`src/design/pse_pkg.sv`:
```
// Shared types and codes for the postfix stack evaluator.
package pse_pkg;

    localparam logic [1:0] CMD_PUSH   = 2'd0;
    localparam logic [1:0] CMD_OPER   = 2'd1;
    localparam logic [1:0] CMD_FINISH = 2'd2;

    localparam logic [2:0] ST_OK        = 3'd0;
    localparam logic [2:0] ST_UNDERFLOW = 3'd1;
    localparam logic [2:0] ST_DIVZERO   = 3'd2;
    localparam logic [2:0] ST_BADOP     = 3'd3;
    localparam logic [2:0] ST_OVERFLOW  = 3'd4;
    localparam logic [2:0] ST_LEFTOVER  = 3'd5;

    localparam logic [7:0] OP_ADD = 8'h2B;
    localparam logic [7:0] OP_SUB = 8'h2D;
    localparam logic [7:0] OP_MUL = 8'h2A;
    localparam logic [7:0] OP_DIV = 8'h2F;

    // controller -> datapath
    typedef struct packed {
        logic load_tok;   // latch incoming word
        logic rd_top;     // read stack[depth-1]
        logic rd_next;    // read stack[depth-2]
        logic cap_r;      // capture read data as right operand / top
        logic cap_l;      // capture read data as left operand
        logic mul_go;     // register the product
        logic div_start;  // start divider
        logic div_step;   // one divider iteration
        logic finish;     // compute result word
    } pse_cmd_t;

    // datapath -> controller
    typedef struct packed {
        logic div_done;
    } pse_stat_t;

endpackage

```
`src/design/pse_datapath.sv`:
```
// Datapath: operand stack memory, operand registers, multiplier, divider, result.
module pse_datapath #(
    parameter int STACK_DEPTH = 32,
    parameter int AW = 5,
    parameter int DW = 11
) (
    input  logic              aclk,
    input  logic              aresetn,
    input  pse_pkg::pse_cmd_t cmd_i,
    output pse_pkg::pse_stat_t stat_o,
    input  logic [1:0]        tok_cmd,
    input  logic [31:0]       tok_val,
    input  logic [7:0]        tok_op,
    output logic [2:0]        res_status,
    output logic [31:0]       res_value,
    output logic              res_sat,
    output logic [5:0]        res_count
);
    import pse_pkg::*;

    logic [31:0] mem [STACK_DEPTH];
    logic [31:0] rdata_reg;
    logic [1:0]  cmd_reg;
    logic [31:0] val_reg;
    logic [7:0]  op_reg;
    logic [DW-1:0] depth_reg, depth_next;
    logic [31:0] r_reg, l_reg;
    logic [63:0] prod_reg;
    logic [48:0] rem_reg;
    logic [48:0] quo_reg;
    logic [5:0]  div_cnt_reg;
    logic [2:0]  status_next;
    logic [31:0] value_next;
    logic        sat_next;
    logic        wr_en;
    logic [AW-1:0] wr_addr, rd_addr;

    logic signed [32:0] l_s, r_s;
    logic signed [33:0] sum_w, dif_w;
    logic neg;
    logic [31:0] mag_l, mag_r;
    logic [47:0] mul_q;
    logic [48:0] div_q;

    assign rd_addr = cmd_i.rd_next ? AW'(depth_reg - DW'(2)) : AW'(depth_reg - DW'(1));

    always_ff @(posedge aclk) begin
        if (cmd_i.rd_top || cmd_i.rd_next) begin
            rdata_reg <= mem[rd_addr];
        end
        if (wr_en) begin
            mem[wr_addr] <= value_next;
        end
    end

    always_ff @(posedge aclk) begin
        if (cmd_i.load_tok) begin
            cmd_reg <= tok_cmd;
            val_reg <= tok_val;
            op_reg  <= tok_op;
        end
        if (cmd_i.cap_r) r_reg <= rdata_reg;
        if (cmd_i.cap_l) l_reg <= rdata_reg;
        if (cmd_i.mul_go) prod_reg <= {32'd0, mag_l} * {32'd0, mag_r};
    end

    always_comb begin
        l_s   = {l_reg[31], l_reg};
        r_s   = {r_reg[31], r_reg};
        sum_w = 34'(l_s) + 34'(r_s);
        dif_w = 34'(l_s) - 34'(r_s);
        neg   = l_reg[31] ^ r_reg[31];
        mag_l = l_reg[31] ? 32'(-l_reg) : l_reg;
        mag_r = r_reg[31] ? 32'(-r_reg) : r_reg;
        mul_q = 48'((prod_reg + 64'h8000) >> 16);
        div_q = quo_reg;
    end

    // restoring divide of (2n+d) by 2d; numerator fed one bit a step
    logic [49:0] div_num;
    assign div_num = {1'b0, mag_l, 17'd0} + {18'd0, mag_r};
    logic [49:0] rem_sh;
    logic [50:0] d2;
    assign d2 = {18'd0, mag_r, 1'b0};
    assign rem_sh = {rem_reg, div_num[6'd49 - div_cnt_reg]};

    always_ff @(posedge aclk) begin
        if (!aresetn) begin
            div_cnt_reg <= '0;
        end else if (cmd_i.div_start) begin
            div_cnt_reg <= '0;
            rem_reg <= '0;
            quo_reg <= '0;
        end else if (cmd_i.div_step) begin
            if ({1'b0, rem_sh} >= d2) begin
                rem_reg <= 49'({1'b0, rem_sh} - d2);
                quo_reg <= {quo_reg[47:0], 1'b1};
            end else begin
                rem_reg <= rem_sh[48:0];
                quo_reg <= {quo_reg[47:0], 1'b0};
            end
            div_cnt_reg <= div_cnt_reg + 6'd1;
        end
    end
    assign stat_o.div_done = (div_cnt_reg == 6'd50);

    function automatic logic [32:0] from_mag(input logic n, input logic [48:0] q);
        if (!n) return (q > 49'h7FFFFFFF) ? {1'b1, 32'h7FFFFFFF} : {1'b0, q[31:0]};
        return (q > 49'h80000000) ? {1'b1, 32'h80000000} : {1'b0, 32'(-q[31:0])};
    endfunction

    logic [32:0] fm;
    always_comb begin
        status_next = ST_OK;
        value_next  = '0;
        sat_next    = 1'b0;
        depth_next  = depth_reg;
        wr_en       = 1'b0;
        wr_addr     = AW'(depth_reg);
        fm          = '0;
        unique case (cmd_reg)
            CMD_PUSH: begin
                if (depth_reg >= DW'(STACK_DEPTH)) begin
                    status_next = ST_OVERFLOW;
                    depth_next  = '0;
                end else begin
                    value_next = val_reg;
                    wr_en      = 1'b1;
                    depth_next = depth_reg + DW'(1);
                end
            end
            CMD_OPER: begin
                if (depth_reg < DW'(2)) begin
                    status_next = ST_UNDERFLOW;
                    depth_next  = '0;
                end else begin
                    wr_addr = AW'(depth_reg - DW'(2));
                    case (op_reg)
                        OP_ADD: begin
                            sat_next = (sum_w > 34'sh7FFFFFFF) || (sum_w < -34'sh80000000);
                            value_next = sum_w > 34'sh7FFFFFFF ? 32'h7FFFFFFF :
                                sum_w < -34'sh80000000 ? 32'h80000000 : sum_w[31:0];
                        end
                        OP_SUB: begin
                            sat_next = (dif_w > 34'sh7FFFFFFF) || (dif_w < -34'sh80000000);
                            value_next = dif_w > 34'sh7FFFFFFF ? 32'h7FFFFFFF :
                                dif_w < -34'sh80000000 ? 32'h80000000 : dif_w[31:0];
                        end
                        OP_MUL: begin
                            fm = from_mag(neg, {1'b0, mul_q});
                            value_next = fm[31:0];
                            sat_next   = fm[32];
                        end
                        OP_DIV: begin
                            if (r_reg == '0) status_next = ST_DIVZERO;
                            else begin
                                fm = from_mag(neg, div_q);
                                value_next = fm[31:0];
                                sat_next   = fm[32];
                            end
                        end
                        default: status_next = ST_BADOP;
                    endcase
                    if (status_next != ST_OK) begin
                        value_next = '0;
                        sat_next   = 1'b0;
                        depth_next = '0;
                    end else begin
                        wr_en      = 1'b1;
                        depth_next = depth_reg - DW'(1);
                    end
                end
            end
            CMD_FINISH: begin
                if (depth_reg == '0) begin
                    status_next = ST_UNDERFLOW;
                    depth_next  = '0;
                end else begin
                    value_next = r_reg;
                    depth_next = '0;
                    if (depth_reg != DW'(1)) status_next = ST_LEFTOVER;
                end
            end
            default: begin
                if (depth_reg != '0) value_next = r_reg;
            end
        endcase
        if (!cmd_i.finish) wr_en = 1'b0;
    end

    always_ff @(posedge aclk) begin
        if (!aresetn) begin
            depth_reg <= '0;
        end else if (cmd_i.finish) begin
            depth_reg  <= depth_next;
            res_status <= status_next;
            res_value  <= value_next;
            res_sat    <= sat_next;
            res_count  <= 6'(depth_next);
        end
    end

`ifndef SYNTHESIS
    a_depth_bound: assert property (@(posedge aclk) disable iff (!aresetn)
        depth_reg <= DW'(STACK_DEPTH)) else $error("stack depth over bound");
    a_no_wr_idle: assert property (@(posedge aclk) disable iff (!aresetn)
        !cmd_i.finish |-> !wr_en) else $error("stack write outside finish");
    a_div_cnt: assert property (@(posedge aclk) disable iff (!aresetn)
        div_cnt_reg <= 6'd50) else $error("divider count overrun");
`endif
endmodule

```
`src/design/pse_ctrl.sv`:
```
// Controller state machine sequencing each token through the datapath.
module pse_ctrl (
    input  logic               aclk,
    input  logic               aresetn,
    input  logic               in_valid,
    output logic               in_ready,
    input  logic [1:0]         in_cmd,
    input  logic [7:0]         in_op,
    output logic               out_valid,
    input  logic               out_ready,
    output pse_pkg::pse_cmd_t  cmd_o,
    input  pse_pkg::pse_stat_t stat_i
);
    import pse_pkg::*;

    localparam logic [2:0] S_IDLE = 3'd0;
    localparam logic [2:0] S_RDT  = 3'd1;
    localparam logic [2:0] S_RDN  = 3'd2;
    localparam logic [2:0] S_CAPL = 3'd3;
    localparam logic [2:0] S_MUL  = 3'd4;
    localparam logic [2:0] S_DIV  = 3'd5;
    localparam logic [2:0] S_FIN  = 3'd6;

    logic [2:0] state_reg, state_next;
    logic [1:0] c_reg;
    logic [7:0] o_reg;
    logic       ov_reg, ov_next;

    // a new token may start while the previous result waits, as long as
    // it finishes only after that word is taken
    assign in_ready  = (state_reg == S_IDLE);
    assign out_valid = ov_reg;

    always_comb begin
        cmd_o      = '0;
        state_next = state_reg;
        ov_next    = ov_reg && !out_ready;
        unique case (state_reg)
            S_IDLE: if (in_valid) begin
                cmd_o.load_tok = 1'b1;
                cmd_o.rd_top   = 1'b1;
                state_next     = S_RDT;
            end
            S_RDT: begin
                // top read data is ready; next-below read issues this cycle
                cmd_o.cap_r   = 1'b1;
                cmd_o.rd_next = 1'b1;
                state_next    = S_RDN;
            end
            S_RDN: begin
                state_next  = S_CAPL;
            end
            S_CAPL: begin
                cmd_o.cap_l = 1'b1;
                if (c_reg == CMD_OPER && o_reg == OP_MUL) state_next = S_MUL;
                else if (c_reg == CMD_OPER && o_reg == OP_DIV) state_next = S_DIV;
                else state_next = S_FIN;
                cmd_o.div_start = 1'b1;
            end
            S_MUL: begin
                cmd_o.mul_go = 1'b1;
                state_next   = S_FIN;
            end
            S_DIV: begin
                if (stat_i.div_done) state_next = S_FIN;
                else cmd_o.div_step = 1'b1;
            end
            S_FIN: if (!ov_reg || out_ready) begin
                cmd_o.finish = 1'b1;
                ov_next      = 1'b1;
                state_next   = S_IDLE;
            end
            default: state_next = S_IDLE;
        endcase
    end

    always_ff @(posedge aclk) begin
        if (!aresetn) begin
            state_reg <= S_IDLE;
            ov_reg    <= 1'b0;
        end else begin
            state_reg <= state_next;
            ov_reg    <= ov_next;
        end
        if (cmd_o.load_tok) begin
            c_reg <= in_cmd;
            o_reg <= in_op;
        end
    end

`ifndef SYNTHESIS
    a_one_hold: assert property (@(posedge aclk) disable iff (!aresetn)
        cmd_o.finish |=> out_valid) else $error("result not shown");
    a_no_lost: assert property (@(posedge aclk) disable iff (!aresetn)
        (out_valid && !out_ready) |-> !cmd_o.finish) else $error("result overwritten");
    a_div_seq: assert property (@(posedge aclk) disable iff (!aresetn)
        cmd_o.div_step |-> state_reg == S_DIV) else $error("stray divide step");
`endif
endmodule

```
`src/design/postfix_stack_evaluator_unit.sv`:
```
// Top level of the postfix stack evaluator.
// Evaluates RPN tokens on a Q16.16 operand stack of STACK_DEPTH entries.
// s_axis: one token word per accept. tdata = operand_value, operator_char
//   from bit 0 up; tuser = cmd (0 push, 1 operator, 2 finish).
// m_axis: one status word per token. tdata = status, result_value,
//   saturated, stack_count from bit 0 up, zero filled to 48 bits.
// After it is accepted, each token steps through top read, next read, operand
// capture and finish; * adds a product register step and / a divider loop,
// retiring one quotient bit a cycle over a 50-bit numerator.
// One token is in work at a time; the next is taken once the current
// result is in the output register, even while that word waits.
// The stack memory is read through a registered port, two reads per token.
// Reset empties the stack and drops any pending result. A stalled m_axis
// holds the result and the next token waits in the final step.
module postfix_stack_evaluator_unit #(
    parameter int STACK_DEPTH = 32
) (
    input  logic        aclk,
    input  logic        aresetn,
    input  logic        s_axis_tvalid,
    output logic        s_axis_tready,
    input  logic [39:0] s_axis_tdata,  // operand_value[31:0], operator_char[39:32]
    input  logic [1:0]  s_axis_tuser,  // cmd
    output logic        m_axis_tvalid,
    input  logic        m_axis_tready,
    output logic [47:0] m_axis_tdata   // status[2:0], result_value[34:3], saturated[35], stack_count[41:36]
);
    import pse_pkg::*;

    localparam int AW = (STACK_DEPTH > 1) ? $clog2(STACK_DEPTH) : 1;
    localparam int DW = $clog2(STACK_DEPTH + 1);

    pse_cmd_t  cmd;
    pse_stat_t stat;
    logic [2:0]  st;
    logic [31:0] val;
    logic        sat;
    logic [5:0]  cnt;

    pse_ctrl u_ctrl (
        .aclk(aclk), .aresetn(aresetn),
        .in_valid(s_axis_tvalid), .in_ready(s_axis_tready),
        .in_cmd(s_axis_tuser), .in_op(s_axis_tdata[39:32]),
        .out_valid(m_axis_tvalid), .out_ready(m_axis_tready),
        .cmd_o(cmd), .stat_i(stat)
    );

    pse_datapath #(.STACK_DEPTH(STACK_DEPTH), .AW(AW), .DW(DW)) u_dp (
        .aclk(aclk), .aresetn(aresetn), .cmd_i(cmd), .stat_o(stat),
        .tok_cmd(s_axis_tuser), .tok_val(s_axis_tdata[31:0]),
        .tok_op(s_axis_tdata[39:32]),
        .res_status(st), .res_value(val), .res_sat(sat), .res_count(cnt)
    );

    assign m_axis_tdata = {6'd0, cnt, sat, val, st};
endmodule

```
`config.mk`:
```
export PLATFORM = sky130hd
export DESIGN_NAME = postfix_stack_evaluator_unit
export DESIGN_NICKNAME = d
export VERILOG_FILES = /design/src/design/pse_pkg.sv /design/src/design/pse_datapath.sv /design/src/design/pse_ctrl.sv /design/src/design/postfix_stack_evaluator_unit.sv
export SDC_FILE = /design/constraint.sdc
export NUM_CORES = 2
export LEC_CHECK = 0
export ABC_CLOCK_PERIOD_IN_PS = 28700
export BUFFER_PORTS_ARGS = -buffer_cell sky130_fd_sc_hd__buf_2
export CAP_MARGIN = 5
export CORE_MARGIN = 5
export CORE_UTILIZATION = 49
export CTS_BUF_LIST = sky130_fd_sc_hd__clkbuf_8
export DETAILED_ROUTE_END_ITERATION = 10
export GPL_TIMING_DRIVEN = 0
export MAX_ROUTING_LAYER = met4
export PLACE_DENSITY = 0.74
export SLEW_MARGIN = 10
export SYNTH_ARGS = -nofsm -noshare
export SYNTH_HDL_FRONTEND = slang
export SYNTH_SLANG_ARGS = --single-unit
```
`constraint.sdc`:
```
create_clock -name aclk -period 28.7 [get_ports aclk]
set_clock_uncertainty 0.05 [all_clocks]
set_input_delay 2.87 -clock aclk [delete_from_list [all_inputs] [get_ports aclk]]
set_output_delay 2.87 -clock aclk [all_outputs]
set_load 0.05 [all_outputs]
```
Word level (Yosys, flattened, before mapping)
Memory sizes are Yosys's and may differ from the RTL's. A register that Yosys moved wholly into a read port is not among the register bits.
Cells that the tools add are included.
{"block": "totals", "ram_bits": 1024, "ff_bits": 326, "memories": 1, "elab_cells": 164, "output_inout_bits": 50, "in_bits": 46}
{"block": "op_classes", "n_bitwise": 3, "n_mux": 78, "magnitude_cmp": 12, "n_reduce_logical": 22, "add_sub_neg": 14, "eq_ne": 17, "mul": 1}
{"memory": "u_dp.mem", "words": 32, "word_bits": 32, "read_ports": 1, "rd_ports_with_merged_regs": 1, "write_ports": 1, "line_no": "pse_datapath.sv:21", "source": "logic [31:0] mem [STACK_DEPTH];"}
{"op": "$mux 32", "count": 12}
{"op": "$mux 33", "count": 8}
{"op": "$mux 49", "count": 3}
{"op": "$neg 32->32", "count": 4}
{"op": "$pmux 32 s4", "count": 1}
{"op": "$pmux 32 s3", "count": 1}
{"op": "$gt 34x32->1 const B", "count": 2}
{"op": "$lt 34x32->1 const B", "count": 2}
{"op": "$add 64x16->64 const B", "count": 1}
{"op": "$mul 32x32->64", "count": 1}
{"op": "$add 49x32->50", "count": 1}
{"op": "$ge 50x33->1", "count": 1}
{"op": "$gt 49x31->1 const B", "count": 1}
{"op": "$gt 49x32->1 const B", "count": 1}
{"op": "$sub 49x33->49", "count": 1}
{"op": "$gt 48x31->1 const B", "count": 1}
{"op": "$gt 48x32->1 const B", "count": 1}
{"op": "$add 32x32->33", "count": 1}
{"op": "$sub 32x32->33", "count": 1}
{"op": "$eq 8x6->1 const B", "count": 4}
{"op": "$logic_not 32->1", "count": 1}
{"op": "$mux 3", "count": 9}
{"op": "$mux 1", "count": 25}
{"op": "$pmux 3 s7", "count": 1}
{"op": "other kinds (40)", "count": 63}

Depth between registers and ports, before layout
{"block": "logic_depth", "word_depth": 12, "ltp_mapped": 40, "depth_no_buf": 38}

Modules after synthesis
From an unflattened synthesis, not the netlist that was laid out.
{"block": "unflattened", "hier_cells": 8035, "area_unflattened_um2": 96259.8}
{"mod": "pse_datapath", "cells_each": 7978, "instances": 1, "seq_area_each_um2": 40809.1, "area_per_inst_um2": 95562.9}
{"mod": "pse_ctrl", "cells_each": 49, "instances": 1, "seq_area_each_um2": 380.4, "area_per_inst_um2": 640.6}
{"mod": "postfix_stack_evaluator_unit", "cells_each": 8, "instances": 1, "seq_area_each_um2": 0.0, "area_per_inst_um2": 56.3}

Worst setup path before layout
OpenSTA, ideal clock, no wires.
{"block": "synth_path", "path_kind": "reg2reg", "start": "register u_dp.r_reg[8]", "end": "register u_dp.prod_reg[58] (data pin)", "arrival_ns": 9.982, "setup_time_ns": 0.258, "period_less_slack_ns": 10.289, "slack_ns": 18.411, "t_required_ns": 28.392, "path_buffers": 1, "path_stages_with_launch": 34, "cell_sequence": "edfxtp_1 -> clkbuf_1 -> or4_1 -> nor4_1 -> nand3_1 -> or3_1 -> or2_2 -> o31ai_1 -> xnor2_1 -> clkinv_1 -> nor2_1 -> fa_1 -> fa_1 -> fa_1 -> fa_1 -> fa_1 -> fa_1 -> fa_1 -> inv_1 -> fa_1 -> inv_1 -> ha_1 -> nand3_1 -> nor2_1 -> nand3_1 -> nor4_1 -> a41oi_1 -> o31ai_1 -> a211oi_1 -> nor3b_1 -> o31a_1 -> o21a_1 -> nor2_1 -> xnor2_1"}
{"block": "synth_via", "elab_chain_cells": 3}
{"element": "start, declared", "line_no": "pse_datapath.sv:27", "source": "logic [31:0] r_reg, l_reg;"}
{"element": "start signal, assigned", "line_no": "pse_datapath.sv:62", "source": "if (cmd_i.cap_r) r_reg <= rdata_reg;"}
{"element": "$neg 32->32", "line_no": "pse_datapath.sv:74", "source": "mag_r = r_reg[31] ? 32'(-r_reg) : r_reg;"}
{"element": "$mux 32 *", "line_no": "pse_datapath.sv:74"}
{"element": "$mul 32x32->64 *", "line_no": "pse_datapath.sv:64", "source": "if (cmd_i.mul_go) prod_reg <= {32'd0, mag_l} * {32'd0, mag_r};"}
{"element": "end signal, assigned", "line_no": "pse_datapath.sv:64"}
{"element": "end, declared", "line_no": "pse_datapath.sv:28", "source": "logic [63:0] prod_reg;"}
Every way passes the cells marked *; elsewhere a longest branch is shown, timed or not.
A chain may end at the register's enable or synchronous reset.

Worst setup path after layout
{"block": "layout_path", "start": "register u_dp.l_reg[0]", "end": "register u_dp.prod_reg[58] (data pin)"}
{"block": "layout_via", "elab_chain_cells": 3}
{"element": "start, declared", "line_no": "pse_datapath.sv:27"}
{"element": "start signal, assigned", "line_no": "pse_datapath.sv:63", "source": "if (cmd_i.cap_l) l_reg <= rdata_reg;"}
{"element": "$neg 32->32", "line_no": "pse_datapath.sv:73", "source": "mag_l = l_reg[31] ? 32'(-l_reg) : l_reg;"}
{"element": "$mux 32 *", "line_no": "pse_datapath.sv:73"}
{"element": "$mul 32x32->64 *", "line_no": "pse_datapath.sv:64"}
Marked as above.

==> results.md <==
* Final-report hold violation count at 0
* Grt ovf at 0
* TritonCTS clock tree: done
* Synth async-reset ratio at 0%
* Syn avg cell area at 12.0 um2
* Post-synth EDFFs at 1351
* Worst slack, placed at 14.62 ns
* Die Ht at 452 um
* Nets at ~9.7k
* Initial antenna violation count at 11
* GRT Util Overall at 33.7%
* Routed WL per cell at ~30 um
* Largest Register: u_dp.mem
* I/O Pins at 96
* DR iter-0 viols at 8485
* Hold-fix buffers, CTS at 0
* Primary FF master, synth: edfxtp_1
* Via count at 68.1k
* Post-DP HPWL at between 200 and 300 mm
* Largest area contributor in the netlist: edfxtp_1
* Post-route minimum period at 14.41 ns
* Row count at 162
* Register area share after synthesis at between 40 and 50%
* Setup_tns at 0 ns
* Critical path buffers and inverters at 9
* Cells after Synth at 7992
* Root Driver: clkbuf_8
* HP Class: flop to flop
* Non-Filler Instances at 11.1k
* Vias in the first global route at 68.9k
* Worst reg-to-reg setup slack at 14.29 ns
* Critical path's most frequent cell: fa_1
* Clock transition at path regs at approximately 0.060 ns
* Top cells by area, synth: edfxtp_1 (42%), fa_1 (19%), mux4_2 (6.0%), ha_1 (5.1%), inv_1 (4.2%)
* Largest net degree at the start of global routing at 54
* Crit Path Class: flop to flop
* Initial DRT Pass Iterations at 9
* Ys Warns at 0
* Core ar. at around 0.19 mm2
* CP delay by family, top: adder cells
* DRT Wirelength at 334 mm
* Crit start category: flop
* Slew @ Worst Pin at 1.44 ns
* First-pass GRT wire length at 482 mm
* Worst-skew pair later-pin latency at between 0.9 and 1 ns
* Num CTS Buffers at 201
* Die area at 0.204 mm2
* Fraction of layout cells with a size suffix above 1 at a little under an eighth
* Slowest cell delay on critical path at 1.14 ns
* Multi-input gate area at 0.0501 mm2
* Max Slew Vio Count at 0
* Critical-path top delay cell: xor2_1
* Max-cap violations at 0
* Final setup margin at between 10 and 15 ns
* Max FFs per register at 1024
* Width of the die at 452 um
* Max H-tree Level at 4
* Routed Antenna Nets at 0
* Sequential Area at 0.0409 mm2
* # port buffers at approximately 90
* Max Freq at 0.0694 GHz
* Synthesized area at 0.0957 mm2
* Most frequent cells in the layout: edfxtp_1 (1351), inv_1 (1127), fa_1 (898)
* Vias per cell at slightly above 6
* Initial core utilization at between 40% and 50%
* Tcrit/Tclk final at 50.2%
* Routability cong. at 1.10
* Commonest non-fill, non-tap cell in the layout: edfxtp_1
* Top cell type's share of synthesized area at 42.4%
* Post-CTS Setup Bufs at 0
* CP Data Arrival Time at 15.06 ns
* Cells after DPL at 10.7k
* Outcome: completed
* Final Setup Violations at 0
* DRC at 0
* Max FO, Critical Path at 11
* Clock tree sinks at 1367
* Yosys reg bits at 1367
* WP data required at between 20 and 30 ns
* Cts repair resizes at 0
* Bufs on Longest Clock Path at 3
* Relative slew slack at 3.65%
* Critical path capture point type: flop
* Fill count at about 16k
* Synth cell types at 97
* Area delta synth->final at 10.9%
* RSZ-0062 raised after global routing: false
==> worst paths after layout <==
check,cells after the start,to,startpoint
max,36,u_dp.prod_reg[58]$_DFFE_PP_,u_dp.l_reg[0]$_DFFE_PP_
min,0,u_dp.r_reg[0]$_DFFE_PP_,u_dp.rdata_reg[0]$_DFFE_PP_
max reg2reg,36,u_dp.prod_reg[58]$_DFFE_PP_,u_dp.l_reg[0]$_DFFE_PP_
min reg2reg,0,u_dp.r_reg[0]$_DFFE_PP_,u_dp.rdata_reg[0]$_DFFE_PP_
==> worst reg2reg max path: cells and delay by family, from the launching register on <==
kind	cells	cell delay, ns
fa+ha+maj	10	4.93
buf+inv	9	2.66
compound gates	8	2.59
simple gates	7	1.97
xor+xnor	2	1.26
flops	1	0.67
==> cell families (layout without fill, tap and decap cells) <==
family	after synthesis	count (layout)	share of synthesized area, %
AO/OA/AOI/OAI	949	949	6.56
XOR/XNOR	330	330	3.03
adder cells (fa/ha/maj)	1289	1289	23.9
buffers and inverters	1510	2059	6.04
flip-flops	1367	1367	42.7
multiplexers	440	440	8.05
other	1	13	0.00392
AND/OR/NAND/NOR	2106	2106	9.72
==> Yosys cell counts, types with 87 or more instances <==
cell      number
xor2_1       111
o21ai_0      190
a21oi_1      238
nor2_1       843
nor3_1        87
edfxtp_1    1351
ha_1         391
fa_1         898
nand2_1      697
mux2i_1      113
xnor2_1      217
inv_1       1080
clkbuf_1     338
mux4_2       257
==> layer usage <==
layer | part of all wire [%] | track usage, % | up-vias | wire length [um]
met1 | 38 | 43.6 | 34520 | 126000
li1 | - | - | 28240 | -
met2 | 45 | 50.3 | 4398 | 150000
met4 | 6.2 | 16.3 | 0 | 20800
met5 | 0 | - | - | 0
met3 | 11 | 7.92 | 932 | 36500
==> final cells by class <==
type                       count  share of cell area [%]
multi-input combinational   5120                    47.2
antenna                        7                  0.0165
timing repair buffer         182                    2.10
buffer                       414                    1.59
clock buffer                 201                    2.60
inverter                    1096                    3.87
clock inverter               166                    1.18
sequential                  1367                    38.5
tap                         2542                    2.99
==> through the flow <==
step / hold slack (ns) / instance area [um2] / utilization [%]
after floorplan: 0.371 / 95800 / -
after global placement: 0.378 / 99400 / 51.1
after detailed placement: 0.385 / 102000 / 52.5
after CTS: 0.365 / 106000 / 54.6
after global routing: 0.376 / 106000 / 54.6
final: 0.376 / 106000 / 54.6
Power is not shown: default switching activity piles up to over one toggle a cycle in this logic, so the estimate is an artifact.
